<file path="src/rtl/ksws_pkg.sv">
package ksws_pkg;

  localparam int unsigned VALUE_W = 32;
  localparam int unsigned WIN_W   = 5;

  typedef logic signed [VALUE_W-1:0] value_t;
  typedef logic [WIN_W-1:0]          win_t;

  // heap sequencer states
  typedef enum logic [2:0] {
    ST_IDLE,    // waiting for an input beat, root read in flight
    ST_ROOT,    // root data back: pass, bypass or swap with the minimum
    ST_UP_RD,   // sift-up: read parent of the hole
    ST_UP_CMP,  // sift-up: compare with parent, move it down or settle
    ST_DN_RD,   // sift-down: read both children of the hole
    ST_DN_CMP,  // sift-down: move the smaller child up or settle
    ST_FL_RD,   // flush: read root and tail entry
    ST_FL_POP   // flush: emit root, tail entry goes to the root
  } ksws_state_t;

endpackage

</file>
<file path="src/rtl/ksws_heap_mem.sv">
module ksws_heap_mem #(
  parameter int unsigned DEPTH = 16,
  parameter int unsigned AW    = 4
) (
  input  logic              clk,
  input  logic              wr_en,
  input  logic [AW-1:0]     wr_addr,
  input  ksws_pkg::value_t  wr_data,
  input  logic [AW-1:0]     rd_a_addr,
  input  logic [AW-1:0]     rd_b_addr,
  output ksws_pkg::value_t  rd_a_data,
  output ksws_pkg::value_t  rd_b_data
);

  ksws_pkg::value_t mem [DEPTH];
  ksws_pkg::value_t rd_a_r;
  ksws_pkg::value_t rd_b_r;

  always_ff @(posedge clk) begin
    if (wr_en) begin
      mem[wr_addr] <= wr_data;
    end
    rd_a_r <= mem[rd_a_addr];
    rd_b_r <= mem[rd_b_addr];
  end

  assign rd_a_data = rd_a_r;
  assign rd_b_data = rd_b_r;

endmodule

</file>
<file path="src/rtl/ksws_ctrl.sv">
module ksws_ctrl #(
  parameter int unsigned MAX_WINDOW = 16,
  parameter int unsigned AW         = 4,
  parameter int unsigned CNTW       = 5
) (
  input  logic              clk,
  input  logic              rst_n,
  // configuration
  input  logic              cfg_valid,
  output logic              cfg_ready,
  input  ksws_pkg::win_t    cfg_window_size,
  // input beats
  input  logic              in_valid,
  output logic              in_stall,
  input  ksws_pkg::value_t  in_value,
  input  logic              in_is_last,
  // result beats
  output logic              out_valid,
  input  logic              out_stall,
  output ksws_pkg::value_t  out_sorted_value,
  output logic              out_is_last_res,
  // heap memory
  output logic              wr_en,
  output logic [AW-1:0]     wr_addr,
  output ksws_pkg::value_t  wr_data,
  output logic [AW-1:0]     rd_a_addr,
  output logic [AW-1:0]     rd_b_addr,
  input  ksws_pkg::value_t  rd_a_data,
  input  ksws_pkg::value_t  rd_b_data
);

  localparam int unsigned CHW = CNTW + 1;
  localparam int unsigned KW  = (CNTW > ksws_pkg::WIN_W) ? CNTW : ksws_pkg::WIN_W;

  ksws_pkg::ksws_state_t state_r, state_nxt;
  ksws_pkg::win_t        window_r;
  logic [CNTW-1:0]       count_r, count_nxt;
  logic [AW-1:0]         idx_r, idx_nxt;
  ksws_pkg::value_t      val_r, val_nxt;
  logic                  last_r, last_nxt;

  logic                  out_valid_r;
  ksws_pkg::value_t      out_value_r;
  logic                  out_last_r;

  logic                  emit_en;
  ksws_pkg::value_t      emit_val;
  logic                  emit_last;
  logic                  out_free;

  logic [KW-1:0]         k_eff;
  logic                  count_lt_k;
  logic [CHW-1:0]        left_full, right_full, cnt_ext;
  logic                  has_left, has_right;
  logic [AW-1:0]         left_idx, right_idx, parent_idx, tail_idx;
  logic                  pick_right;
  ksws_pkg::value_t      child_val;
  logic [AW-1:0]         child_idx;
  ksws_pkg::ksws_state_t done_state;

  // window saturates at the heap depth
  assign k_eff = (KW'(window_r) > KW'(MAX_WINDOW)) ? KW'(MAX_WINDOW) : KW'(window_r);
  assign count_lt_k = KW'(count_r) < k_eff;

  assign cnt_ext    = CHW'(count_r);
  assign left_full  = (CHW'(idx_r) << 1) + CHW'(1);
  assign right_full = left_full + CHW'(1);
  assign has_left   = left_full < cnt_ext;
  assign has_right  = right_full < cnt_ext;
  assign left_idx   = AW'(left_full);
  assign right_idx  = has_right ? AW'(right_full) : left_idx;
  assign parent_idx = (idx_r - AW'(1)) >> 1;
  assign tail_idx   = AW'(count_r - CNTW'(1));
  assign pick_right = has_right && (rd_b_data < rd_a_data);
  assign child_val  = pick_right ? rd_b_data : rd_a_data;
  assign child_idx  = pick_right ? right_idx : left_idx;
  assign done_state = last_r ? ksws_pkg::ST_FL_RD : ksws_pkg::ST_IDLE;

  assign out_free  = !out_valid_r || !out_stall;
  assign in_stall  = (state_r != ksws_pkg::ST_IDLE);
  assign cfg_ready = 1'b1;

  always_ff @(posedge clk) begin
    if (!rst_n) begin
      state_r     <= ksws_pkg::ST_IDLE;
      window_r    <= '0;
      count_r     <= '0;
      out_valid_r <= 1'b0;
    end else begin
      state_r <= state_nxt;
      count_r <= count_nxt;
      if (cfg_valid && cfg_ready) begin
        window_r <= cfg_window_size;
      end
      if (emit_en) begin
        out_valid_r <= 1'b1;
      end else if (!out_stall) begin
        out_valid_r <= 1'b0;
      end
    end
  end

  always_ff @(posedge clk) begin
    idx_r  <= idx_nxt;
    val_r  <= val_nxt;
    last_r <= last_nxt;
    if (emit_en) begin
      out_value_r <= emit_val;
      out_last_r  <= emit_last;
    end
  end

  always_comb begin
    state_nxt = state_r;
    count_nxt = count_r;
    idx_nxt   = idx_r;
    val_nxt   = val_r;
    last_nxt  = last_r;
    wr_en     = 1'b0;
    wr_addr   = idx_r;
    wr_data   = val_r;
    rd_a_addr = '0;
    rd_b_addr = '0;
    emit_en   = 1'b0;
    emit_val  = val_r;
    emit_last = 1'b0;

    case (state_r)
      ksws_pkg::ST_IDLE: begin
        // root is read every idle cycle so it is ready in ST_ROOT
        if (in_valid) begin
          val_nxt  = in_value;
          last_nxt = in_is_last;
          if (count_lt_k) begin
            idx_nxt   = AW'(count_r);
            count_nxt = count_r + CNTW'(1);
            state_nxt = ksws_pkg::ST_UP_RD;
          end else begin
            state_nxt = ksws_pkg::ST_ROOT;
          end
        end
      end

      ksws_pkg::ST_ROOT: begin
        if (out_free) begin
          emit_en = 1'b1;
          if (count_r == '0) begin
            emit_last = last_r;
            state_nxt = ksws_pkg::ST_IDLE;
          end else if (val_r < rd_a_data) begin
            state_nxt = done_state;
          end else begin
            // emit the minimum, new value replaces the root
            emit_val  = rd_a_data;
            idx_nxt   = '0;
            state_nxt = ksws_pkg::ST_DN_RD;
          end
        end
      end

      ksws_pkg::ST_UP_RD: begin
        rd_a_addr = parent_idx;
        if (idx_r == '0) begin
          wr_en     = 1'b1;
          state_nxt = done_state;
        end else begin
          state_nxt = ksws_pkg::ST_UP_CMP;
        end
      end

      ksws_pkg::ST_UP_CMP: begin
        rd_a_addr = parent_idx;
        wr_en     = 1'b1;
        if (val_r < rd_a_data) begin
          wr_data   = rd_a_data;
          idx_nxt   = parent_idx;
          state_nxt = ksws_pkg::ST_UP_RD;
        end else begin
          state_nxt = done_state;
        end
      end

      ksws_pkg::ST_DN_RD: begin
        rd_a_addr = left_idx;
        rd_b_addr = right_idx;
        if (!has_left) begin
          wr_en     = 1'b1;
          state_nxt = done_state;
        end else begin
          state_nxt = ksws_pkg::ST_DN_CMP;
        end
      end

      ksws_pkg::ST_DN_CMP: begin
        rd_a_addr = left_idx;
        rd_b_addr = right_idx;
        wr_en     = 1'b1;
        if (child_val < val_r) begin
          wr_data   = child_val;
          idx_nxt   = child_idx;
          state_nxt = ksws_pkg::ST_DN_RD;
        end else begin
          state_nxt = done_state;
        end
      end

      ksws_pkg::ST_FL_RD: begin
        rd_b_addr = tail_idx;
        if (count_r == '0) begin
          state_nxt = ksws_pkg::ST_IDLE;
        end else begin
          state_nxt = ksws_pkg::ST_FL_POP;
        end
      end

      ksws_pkg::ST_FL_POP: begin
        rd_b_addr = tail_idx;
        if (out_free) begin
          emit_en   = 1'b1;
          emit_val  = rd_a_data;
          emit_last = (count_r == CNTW'(1));
          count_nxt = count_r - CNTW'(1);
          if (count_r == CNTW'(1)) begin
            state_nxt = ksws_pkg::ST_IDLE;
          end else begin
            val_nxt   = rd_b_data;
            idx_nxt   = '0;
            state_nxt = ksws_pkg::ST_DN_RD;
          end
        end
      end

      default: begin
        state_nxt = ksws_pkg::ST_IDLE;
      end
    endcase
  end

  assign out_valid        = out_valid_r;
  assign out_sorted_value = out_value_r;
  assign out_is_last_res  = out_last_r;

  a_count_bound: assert property (@(posedge clk) disable iff (!rst_n)
    CNTW'(count_r) <= CNTW'(MAX_WINDOW))
    else $error("heap count beyond depth");

  a_emit_free: assert property (@(posedge clk) disable iff (!rst_n)
    emit_en |-> !(out_valid_r && out_stall))
    else $error("result overwrites a stalled beat");

  a_accept_next: assert property (@(posedge clk) disable iff (!rst_n)
    (in_valid && !in_stall) |=> (state_r == ksws_pkg::ST_ROOT || state_r == ksws_pkg::ST_UP_RD))
    else $error("accepted beat not taken up");

  a_pop_emits: assert property (@(posedge clk) disable iff (!rst_n)
    ($past(rst_n) && count_r < $past(count_r)) |-> $past(emit_en))
    else $error("value dropped from heap without a result");

  a_last_empty: assert property (@(posedge clk) disable iff (!rst_n)
    (emit_en && emit_last) |=> (count_r == '0))
    else $error("final result with values still held");

endmodule

</file>
<file path="src/rtl/k_sorted_window_sorter_unit.sv">
// Sorter for nearly sorted streams: every value lies at most window_size
// places from its sorted position. Values are held in a min-heap kept in a
// small two-read, one-write synchronous memory.
// Input beat: in_value / in_is_last, taken when in_valid is high and
// in_stall low. Result beat: out_sorted_value / out_is_last_res, taken when
// out_valid is high and out_stall low. cfg_window_size is written through
// cfg_valid / cfg_ready (always ready), only while the block is idle: a
// rule for the user that the block does not enforce. While the heap fills
// no result is given; once full, each beat yields one result (the new
// value or the heap minimum). The beat flagged last flushes the heap in
// ascending order and marks the final result. An insert sifts the new
// value up from the tail; a swap with the minimum and each flushed value
// sift down from the root; the sift loop does one memory read and one
// compare per heap level. Reset empties the heap and clears window_size
// to 0 (pass-through); the heap memory itself is not cleared. A stalled
// result holds; the block still takes the next input beat and waits only
// when it has a further result to place.
module k_sorted_window_sorter_unit #(
  parameter int unsigned MAX_WINDOW = 16
) (
  input  logic              clk,
  input  logic              rst_n,
  input  logic              cfg_valid,
  output logic              cfg_ready,
  input  ksws_pkg::win_t    cfg_window_size,
  input  logic              in_valid,
  output logic              in_stall,
  input  ksws_pkg::value_t  in_value,
  input  logic              in_is_last,
  output logic              out_valid,
  input  logic              out_stall,
  output ksws_pkg::value_t  out_sorted_value,
  output logic              out_is_last_res
);

  localparam int unsigned AW   = (MAX_WINDOW > 1) ? $clog2(MAX_WINDOW) : 1;
  localparam int unsigned CNTW = $clog2(MAX_WINDOW + 1);

  logic             wr_en;
  logic [AW-1:0]    wr_addr;
  ksws_pkg::value_t wr_data;
  logic [AW-1:0]    rd_a_addr;
  logic [AW-1:0]    rd_b_addr;
  ksws_pkg::value_t rd_a_data;
  ksws_pkg::value_t rd_b_data;

  ksws_ctrl #(
    .MAX_WINDOW (MAX_WINDOW),
    .AW         (AW),
    .CNTW       (CNTW)
  ) u_ctrl (
    .clk              (clk),
    .rst_n            (rst_n),
    .cfg_valid        (cfg_valid),
    .cfg_ready        (cfg_ready),
    .cfg_window_size  (cfg_window_size),
    .in_valid         (in_valid),
    .in_stall         (in_stall),
    .in_value         (in_value),
    .in_is_last       (in_is_last),
    .out_valid        (out_valid),
    .out_stall        (out_stall),
    .out_sorted_value (out_sorted_value),
    .out_is_last_res  (out_is_last_res),
    .wr_en            (wr_en),
    .wr_addr          (wr_addr),
    .wr_data          (wr_data),
    .rd_a_addr        (rd_a_addr),
    .rd_b_addr        (rd_b_addr),
    .rd_a_data        (rd_a_data),
    .rd_b_data        (rd_b_data)
  );

  ksws_heap_mem #(
    .DEPTH (MAX_WINDOW),
    .AW    (AW)
  ) u_heap_mem (
    .clk       (clk),
    .wr_en     (wr_en),
    .wr_addr   (wr_addr),
    .wr_data   (wr_data),
    .rd_a_addr (rd_a_addr),
    .rd_b_addr (rd_b_addr),
    .rd_a_data (rd_a_data),
    .rd_b_data (rd_b_data)
  );

endmodule
</file>
<file path="config.mk">
export PLATFORM = sky130hd
export DESIGN_NAME = k_sorted_window_sorter_unit
export DESIGN_NICKNAME = d
export VERILOG_FILES = /design/src/rtl/ksws_pkg.sv /design/src/rtl/ksws_heap_mem.sv /design/src/rtl/ksws_ctrl.sv /design/src/rtl/k_sorted_window_sorter_unit.sv
export SDC_FILE = /design/constraint.sdc
export NUM_CORES = 1
export LEC_CHECK = 0
export ABC_CLOCK_PERIOD_IN_PS = 18600
export BUFFER_PORTS_ARGS = -buffer_cell sky130_fd_sc_hd__buf_2
export CORE_MARGIN = 1
export CORE_UTILIZATION = 35
export CTS_BUF_LIST = sky130_fd_sc_hd__clkbuf_16
export CTS_CLUSTER_DIAMETER = 100
export DETAILED_ROUTE_END_ITERATION = 6
export PLACE_DENSITY = 0.61
export SLEW_MARGIN = 20
export SYNTH_ARGS = -nofsm -noshare
export SYNTH_HDL_FRONTEND = slang
export SYNTH_SLANG_ARGS = --single-unit
</file>
<file path="constraint.sdc">
create_clock -name clk -period 18.6 [get_ports clk]
set_input_delay 0.93 -clock clk [delete_from_list [all_inputs] [get_ports clk]]
set_output_delay 0.93 -clock clk [all_outputs]
set_load 0.02 [all_outputs]
</file>
==> run metrics, run 1 <==
RD Place Congestion 0.908; first-pass GRT wire length 156000 um; Die Ht 309 um; CTS Root Cell clkbuf_16; CTS max path bufs 3; reg-to-reg setup timing slack 10490 ps; fraction of layout cells with a size suffix above 1 0.106; row count 112; syn avg cell area 10.2 um2; commonest non-fill, non-tap cell in the layout nand2_1; Critical Setup Path Class reg -> reg; drt wl/cell 23.5 um; First-pass DRT Iterations 7; GRT Total Usage 0.220; non-filler cells, final 4532; Post-CTS Setup Bufs 0; Final Util 0.397; CTS Buf Count 68; Hold Crit Depth 2; DP HPWL 59600 um; DR iter-0 viols 3427; CTS H-tree lvls 3; fillcell total 8844; Seq cells post-synth 660; vias in the first global route 24100; synthesized area 0.0329 mm2; vias 26100; r2r endpoint u_heap_mem.mem[1][8]; power per standard cell area 151 mW/mm2; status finished with violations; fin crit share 0.436; Distinct cells, synth 74; Worst-Margin Slew 1070 ps; sequential power share 0.353; Relative slew margins 0.283; r2r worst-path depth 23; CP required 18970 ps; CTS tree yes; Pint 0.00336 W; ys async rst share 0; core area 0.0932 mm2; Post-DRT Antenna Nets 0; WL final 106000 um; Fin Clk Skew 23.2 ps; worst r2r src u_ctrl.wr_addr[1]; Max rail drop VDD 90.3 uV; Max-Cap Viols 0; hold crit path type reg -> reg; die area 0.0953 mm2; Fin. Hold Viols 0; Clk Latency, worst-skew pair 620 ps; area delta synth->final 12.4%; Switching Power 0.00222 W; gr ovfl total 0; Switching Share 0.398; chip width 309 um; Final Max Tran Viols 0; IO Port Bufs 77; Worst Path Max Fanout 24; failing checks DRC; most frequent cells in the layout 790 x nand2_1, 582 x edfxtp_1, 335 x nand3_1; Static Leak 13.6 nW; synth warn 0; Max Clock Freq 0.123 GHz; post-CTS resize count 0; Main synth FF type edfxtp_1; hold_buf cts 0; largest net degree at the start of global routing 179; clock sinks 660; antenna violations before repair 1; Initial Utilization 0.353; Worst Hold End u_ctrl.window_r[1]; Setup Viol. Count Final 0; Clock Power Share 0.242; boundary pin count 79; combinational fraction of design power 0.406; endpoint kind of the worst setup timing path flop; crit path launch type flop; Mapped Nets 3388; via density per instance 5.77; placed insts 4404; TNS Setup 0 ps; drt drc 2; Post-synth EDFFs 582; RSZ-0062 raised after global routing no; Crit path arrival time 8480 ps; Reg clk slew, reported paths 60 ps; hold path start u_ctrl.window_r[1]; Final Critical Period 8110 ps; sequential share of the synthesized area 0.579; Mapped Cells 3233; final net count 3377
synthesized netlist by cell type, types with 10 or more instances:
cell type / n / share of area
a211oi_1: 71 / 0.016
a21o_1: 12 / 0.0027
a21oi_1: 44 / 0.0067
a221o_1: 32 / 0.0097
a311oi_1: 34 / 0.0090
a31oi_1: 99 / 0.019
and2_1: 66 / 0.013
and3_1: 33 / 0.0063
buf_1: 17 / 0.0019
buf_2: 27 / 0.0041
clkbuf_1: 172 / 0.020
dfxtp_1: 78 / 0.047
edfxtp_1: 582 / 0.53
ha_1: 112 / 0.043
inv_1: 85 / 0.0097
mux2_2: 34 / 0.012
mux2i_1: 40 / 0.012
nand2_1: 794 / 0.091
nand3_1: 336 / 0.051
nand4_1: 43 / 0.0082
nor2_1: 244 / 0.028
nor3_1: 14 / 0.0021
o21ai_0: 97 / 0.015
o221ai_1: 32 / 0.0085
o22ai_1: 34 / 0.0065
xnor2_1: 10 / 0.0027
how the worst max path moves through the flow:
stage | startpoint | to | slack, ps
2_1_floorplan | u_ctrl.wr_addr[2] | u_heap_mem.mem[0][10] | 12570
6_report | u_ctrl.wr_addr[1] | u_heap_mem.mem[1][8] | 10490
5_1_grt | u_ctrl.wr_addr[1] | u_heap_mem.mem[1][8] | 10200
3_5_place_dp | u_ctrl.wr_addr[0] | u_heap_mem.mem[14][24] | 10830
4_1_cts | u_ctrl.wr_addr[0] | u_heap_mem.mem[7][20] | 10800
3_3_place_gp | u_ctrl.wr_addr[0] | u_heap_mem.mem[12][23] | 10840
cell type report:
class,count,area (um2),area share
Inverter,87,327,0.00883
Clock buffer,71,1780,0.0481
Tap cell,1254,1570,0.0424
Sequential cell,660,19000,0.515
Antenna cell,1,2.50,0.0000677
Clock inverter,54,398,0.0108
Multi-Input combinational cell,2262,13000,0.350
Timing Repair Buffer,143,911,0.0246
cell families after synthesis:
family	share of synthesized area
simple gates	0.206
fa+ha+maj	0.0426
buf+inv	0.0391
compound gates	0.106
flops	0.579
other cells	0.000114
mux	0.0238
xor+xnor	0.00346
metrics by stage:
step	power, W	cell area [um2]	setup slack (ps)	hold WS [ps]
detailed placement	0.00419	34700	10830	491
CTS	0.00553	36800	10800	490
floorplan	0.00346	32900	12570	452
global route	0.00584	37000	10200	500
finish	0.00558	37000	10490	502
global placement	0.00417	34600	10840	481
power by group through the flow:
stage / clock (W) / combinational, W / sequential, W
after floorplan: 0 / 0.00148 / 0.00198
after global placement: 0 / 0.00218 / 0.00200
after detailed placement: 0 / 0.00219 / 0.00200
after CTS: 0.00136 / 0.00220 / 0.00197
after global routing: 0.00141 / 0.00244 / 0.00198
final: 0.00135 / 0.00226 / 0.00197
registers in the layout, indices dropped and copies added, names as in the netlist:
signal,cells
u_ctrl.count_r,5
u_ctrl.last_r,1
u_ctrl.out_is_last_res,1
u_ctrl.out_sorted_value,32
u_ctrl.out_valid,1
u_ctrl.state_r,3
u_ctrl.val_r,32
u_ctrl.window_r,5
u_ctrl.wr_addr,4
u_heap_mem.mem,512
u_heap_mem.rd_a_data,32
u_heap_mem.rd_b_data,32
layer usage:
layer | GRT usage | vias up | part of all wire
li1 | - | 11700 | -
met4 | 0.0979 | 0 | 0.039
met5 | 0 | - | 0
met2 | 0.348 | 1487 | 0.46
met1 | 0.296 | 12700 | 0.40
met3 | 0.0345 | 262 | 0.10
worst max-delay path, cell delays in order (launching register included):
cell	delay [ps]
edfxtp_1	520
inv_1	170
ha_1	450
ha_1	270
o21ai_0	150
a21oi_1	90
a21oi_2	500
nand2_1	110
or3_4	360
nand2_2	360
buf_4	450
mux2_2	400
ha_1	290
a2111oi_0	410
o21ai_0	180
a221oi_1	390
nor3_1	80
o22a_1	230
o21ai_0	210
o21ai_0	270
o31ai_4	560
buf_4	520
o221ai_1	530
buf_4	340
(Power assumes the default switching activity.)
==> inputs of run 2 (changes only) <==
--- a/config.mk
+++ b/config.mk
@@ -5,14 +5,15 @@
 export SDC_FILE = /design/constraint.sdc
 export NUM_CORES = 1
 export LEC_CHECK = 0
-export ABC_CLOCK_PERIOD_IN_PS = 18600
+export ABC_AREA = 1
+export ABC_CLOCK_PERIOD_IN_PS = 6600
 export BUFFER_PORTS_ARGS = -buffer_cell sky130_fd_sc_hd__buf_2
 export CORE_MARGIN = 1
 export CORE_UTILIZATION = 35
 export CTS_BUF_LIST = sky130_fd_sc_hd__clkbuf_16
 export CTS_CLUSTER_DIAMETER = 100
 export DETAILED_ROUTE_END_ITERATION = 6
-export PLACE_DENSITY = 0.61
+export PLACE_DENSITY = 0.62
 export SLEW_MARGIN = 20
 export SYNTH_ARGS = -nofsm -noshare
 export SYNTH_HDL_FRONTEND = slang
==> constraint.sdc (replaced) <==
create_clock -name clk -period 6.6 [get_ports clk]
set_input_delay 0.33 -clock clk [delete_from_list [all_inputs] [get_ports clk]]
set_output_delay 0.33 -clock clk [all_outputs]
set_load 0.02 [all_outputs]
==> run 2 against run 1 <==
Compared with the run above:
- the run still ends with DRC left
- maximum frequency is 32% higher
- global-route usage shrank 0.33 points
- sequential power grew to 3.1 times the previous value
- critical endpoint is now u_heap_mem.mem[5][29]
- highest routed layer is now met5
==> run metrics, run 2 <==
Levels on crit path 23 (unchanged); largest net degree at the start of global routing 207 (+16%); Post-DRT Antenna Nets 0 (unchanged); clock sinks 660 (unchanged); max reg flops 512 (unchanged); first-pass GRT wire length 166000 um (+6.4%); die area 0.101 mm2 (+6.1%); area delta synth->final 12.2%; CTS Buf Count 70 (+2.9%); synthesized area 0.0349 mm2 (+6.1%); crit path launch type flop; fin crit share 0.931 (+0.494); Setup crit start u_ctrl.wr_addr[0]; CTS H-tree lvls 3 (unchanged); list of most frequent post-synthesis cells 812 x nand2_1, 582 x edfxtp_1, 481 x o211ai_1; worst r2r src u_ctrl.wr_addr[0]; fillcell total 9487 (+7.3%); Final Max Tran Viols 0 (unchanged); antenna violations before repair 5 (+4); Setup Viol. Count Final 0 (unchanged); Largest Register u_heap_mem.mem; boundary pin count 79 (unchanged); Main synth FF type edfxtp_1; gr ovfl total 0 (unchanged); cell family with most CP delay compound AO/OA/AOI/OAI gates; DP HPWL 68200 um (+14%); Final Critical Period 6140 ps (-1970 ps); CTS max path bufs 3 (unchanged); Pint 0.0107 W (+220%); via density per instance 5.71 (-0.88%); commonest non-fill, non-tap cell in the layout nand2_1; Max-Cap Viols 0 (unchanged); drt drc 5 (+3); sequential share of the synthesized area 0.545 (-0.0333); power per standard cell area 501 mW/mm2 (+230%); r2r worst-path depth 23 (unchanged); row count 115 (+2.7%); Worst-Margin Slew 1150 ps (+81.5 ps); drt wl/cell 22.5 um (-4.1%); IO Port Bufs 77 (unchanged); biggest cell delay along the critical path 690 ps (+130 ps); vias 28400 (+8.6%); CTS tree yes; Crit-path slowest cell o211ai_2; CTS Root Cell clkbuf_16; reg-to-reg setup timing slack 460 ps (-10030 ps); GR Util met3 0.0334 (-0.00109); met1 usage 0.293 (-0.00323); hold crit path type in -> reg; Hold Worst Slack 33.0 ps (-469 ps); Critical Setup Path Class reg -> reg; Static Leak 14.9 nW (+9.8%); Die Ht 318 um (+3.0%); Clk Latency, worst-skew pair 640 ps (+20 ps); synth top area cells edfxtp_1 50%, o211ai_1 10%, nand2_1 8.7%, o21ai_0 4.6%, inv_1 4.5%; WL final 112000 um (+5.1%); crit path cell chain inv_1, ha_1, ha_1, nand2_1, nor3_1, nor4_4, buf_4, nand3_2, buf_12, nand2_1, o21ai_0, ha_1, a21oi_1, nor2_1, a211oi_1, o221ai_1, a21oi_1, nand2_1, nand2_2, and2_1, buf_4, nand2_8, o211ai_2; r2r endpoint u_heap_mem.mem[5][29]; syn avg cell area 9.54 um2 (-6.3%); Setup crit end u_heap_mem.mem[5][29]; CP required 6930 ps (-12040 ps); Fin Clk Skew 34.6 ps (+11.4 ps); Distinct cells, synth 48 (-35%); GRT Total Usage 0.216 (-0.00329); status finished with violations; Reg clk slew, reported paths 70 ps (about the same); Fin. Hold Viols 0 (unchanged); RSZ-0062 raised after global routing no; TNS Setup 0 ps (unchanged); Crit path arrival time 6470 ps (-2010 ps); Mapped Nets 3816 (+13%); Yosys top cell by area edfxtp_1; fraction of layout cells with a size suffix above 1 0.0873 (-0.0183); GR Util met2 0.347 (-0.00110); endpoint kind of the worst setup timing path flop; DR iter-0 viols 3544 (+3.4%); Initial Utilization 0.354 (+0.00111); Worst Path Max Fanout 66 (+180%); Mapped Cells 3661 (+13%); First-pass DRT Iterations 7 (unchanged); sequential power share 0.310 (-0.043); most frequent cells in the layout 811 x nand2_1, 582 x edfxtp_1, 481 x o211ai_1; final net count 3775 (+12%); worst path bufs/invs 4 (unchanged); synth warn 0 (unchanged); Relative slew margins 0.228 (-0.0545); combinational fraction of design power 0.484 (+0.078); top-count cell post-synth nand2_1; RD Place Congestion 0.942 (+3.7%); ys async rst share 0 (unchanged); Seq cells post-synth 660 (unchanged); failing checks DRC; Switching Share 0.453 (+0.0548); GRT Max-Usage Layer met2; Max Clock Freq 0.163 GHz (+32%); Switching Power 0.00887 W (+300%); chip width 318 um (+3.0%); top-area cell type share of the netlist area 0.501 (-0.0305); core area 0.0986 mm2 (+5.8%); Max rail drop VDD 369 uV (+310%); Clock Power Share 0.206 (-0.036); vias in the first global route 26000 (+7.9%); Post-synth EDFFs 582 (unchanged)
==> run 2: kinds of logic after synthesis <==
logic type | share of synthesized area
DFF | 0.545
xor gates and xnor gates | 0.00251
and+or+nand+nor | 0.124
buffers and inverters | 0.0753
AOI/OAI and AO/OA | 0.213
adders and majority gates | 0.0401
other | 0.000107
==> run 2: final cells by class <==
| class | instances | area, um2 | area share |
|---|---|---|---|
| Multi-Input combinational cell | 2317 | 13500 | 0.345 |
| Tap cell | 1287 | 1610 | 0.0411 |
| Sequential cell | 660 | 19000 | 0.486 |
| Inverter | 425 | 1600 | 0.0409 |
| Antenna cell | 1 | 2.50 | 0.0000639 |
| Timing Repair Buffer | 146 | 1050 | 0.0268 |
| Clock inverter | 60 | 586 | 0.0150 |
| Clock buffer | 70 | 1750 | 0.0447 |
==> run 2: power groups by stage <==
stage                     registers, W  logic (W)  clock network, W
after CTS                      0.00607    0.00930           0.00408
after global routing           0.00612     0.0104           0.00424
after floorplan                0.00609    0.00626                 0
after global placement         0.00615    0.00912                 0
after detailed placement       0.00616    0.00925                 0
final                          0.00609    0.00949           0.00403
==> run 2: per-stage QoR <==
stage | cells | instance area [um2] | utilization | power, W | worst slack (ps)
2_1_floorplan | 3661 | 34900 | - | 0.0124 | 1780
3_3_place_gp | 4826 | 36700 | 0.372 | 0.0153 | 788
3_5_place_dp | 4826 | 36700 | 0.372 | 0.0154 | 573
4_1_cts | 4964 | 39100 | 0.397 | 0.0195 | 542
5_1_grt | 4966 | 39200 | 0.397 | 0.0208 | 42.3
6_report | 4966 | 39200 | 0.397 | 0.0196 | 459
==> run 2: per-layer routing <==
metal	vias up	part of all wire
li1	13100	-
met1	13600	0.42
met2	1366	0.45
met3	222	0.088
met4	2	0.039
met5	-	0.00012
==> run 2: repair_timing <==
action                                 4_1_cts  5_1_grt
hold buffers                                 8        0
resized for setup                            0        0
buffers inserted                             0        0
endpoints found under the hold margin        8        0
==> run 2: worst min-delay path, cell delays in order <==
cell	delay [ps]
buf_2	80
nand2_1	70
o21ai_0	70
==> run 2: how the worst min path moves through the flow <==
| stage | slack [ps] | end | cells after the start | start |
|---|---|---|---|---|
| detailed placement | 500 | u_ctrl.window_r[3] | 2 | u_ctrl.window_r[3] |
| finish | 30 | u_ctrl.val_r[17] | 3 | in_value[17] |
| CTS | 9 | u_ctrl.val_r[19] | 3 | in_value[19] |
| global placement | 490 | u_ctrl.window_r[2] | 2 | u_ctrl.window_r[2] |
| global route | 30 | u_ctrl.val_r[19] | 3 | in_value[19] |
| floorplan | 430 | u_ctrl.last_r | 0 | in_is_last |
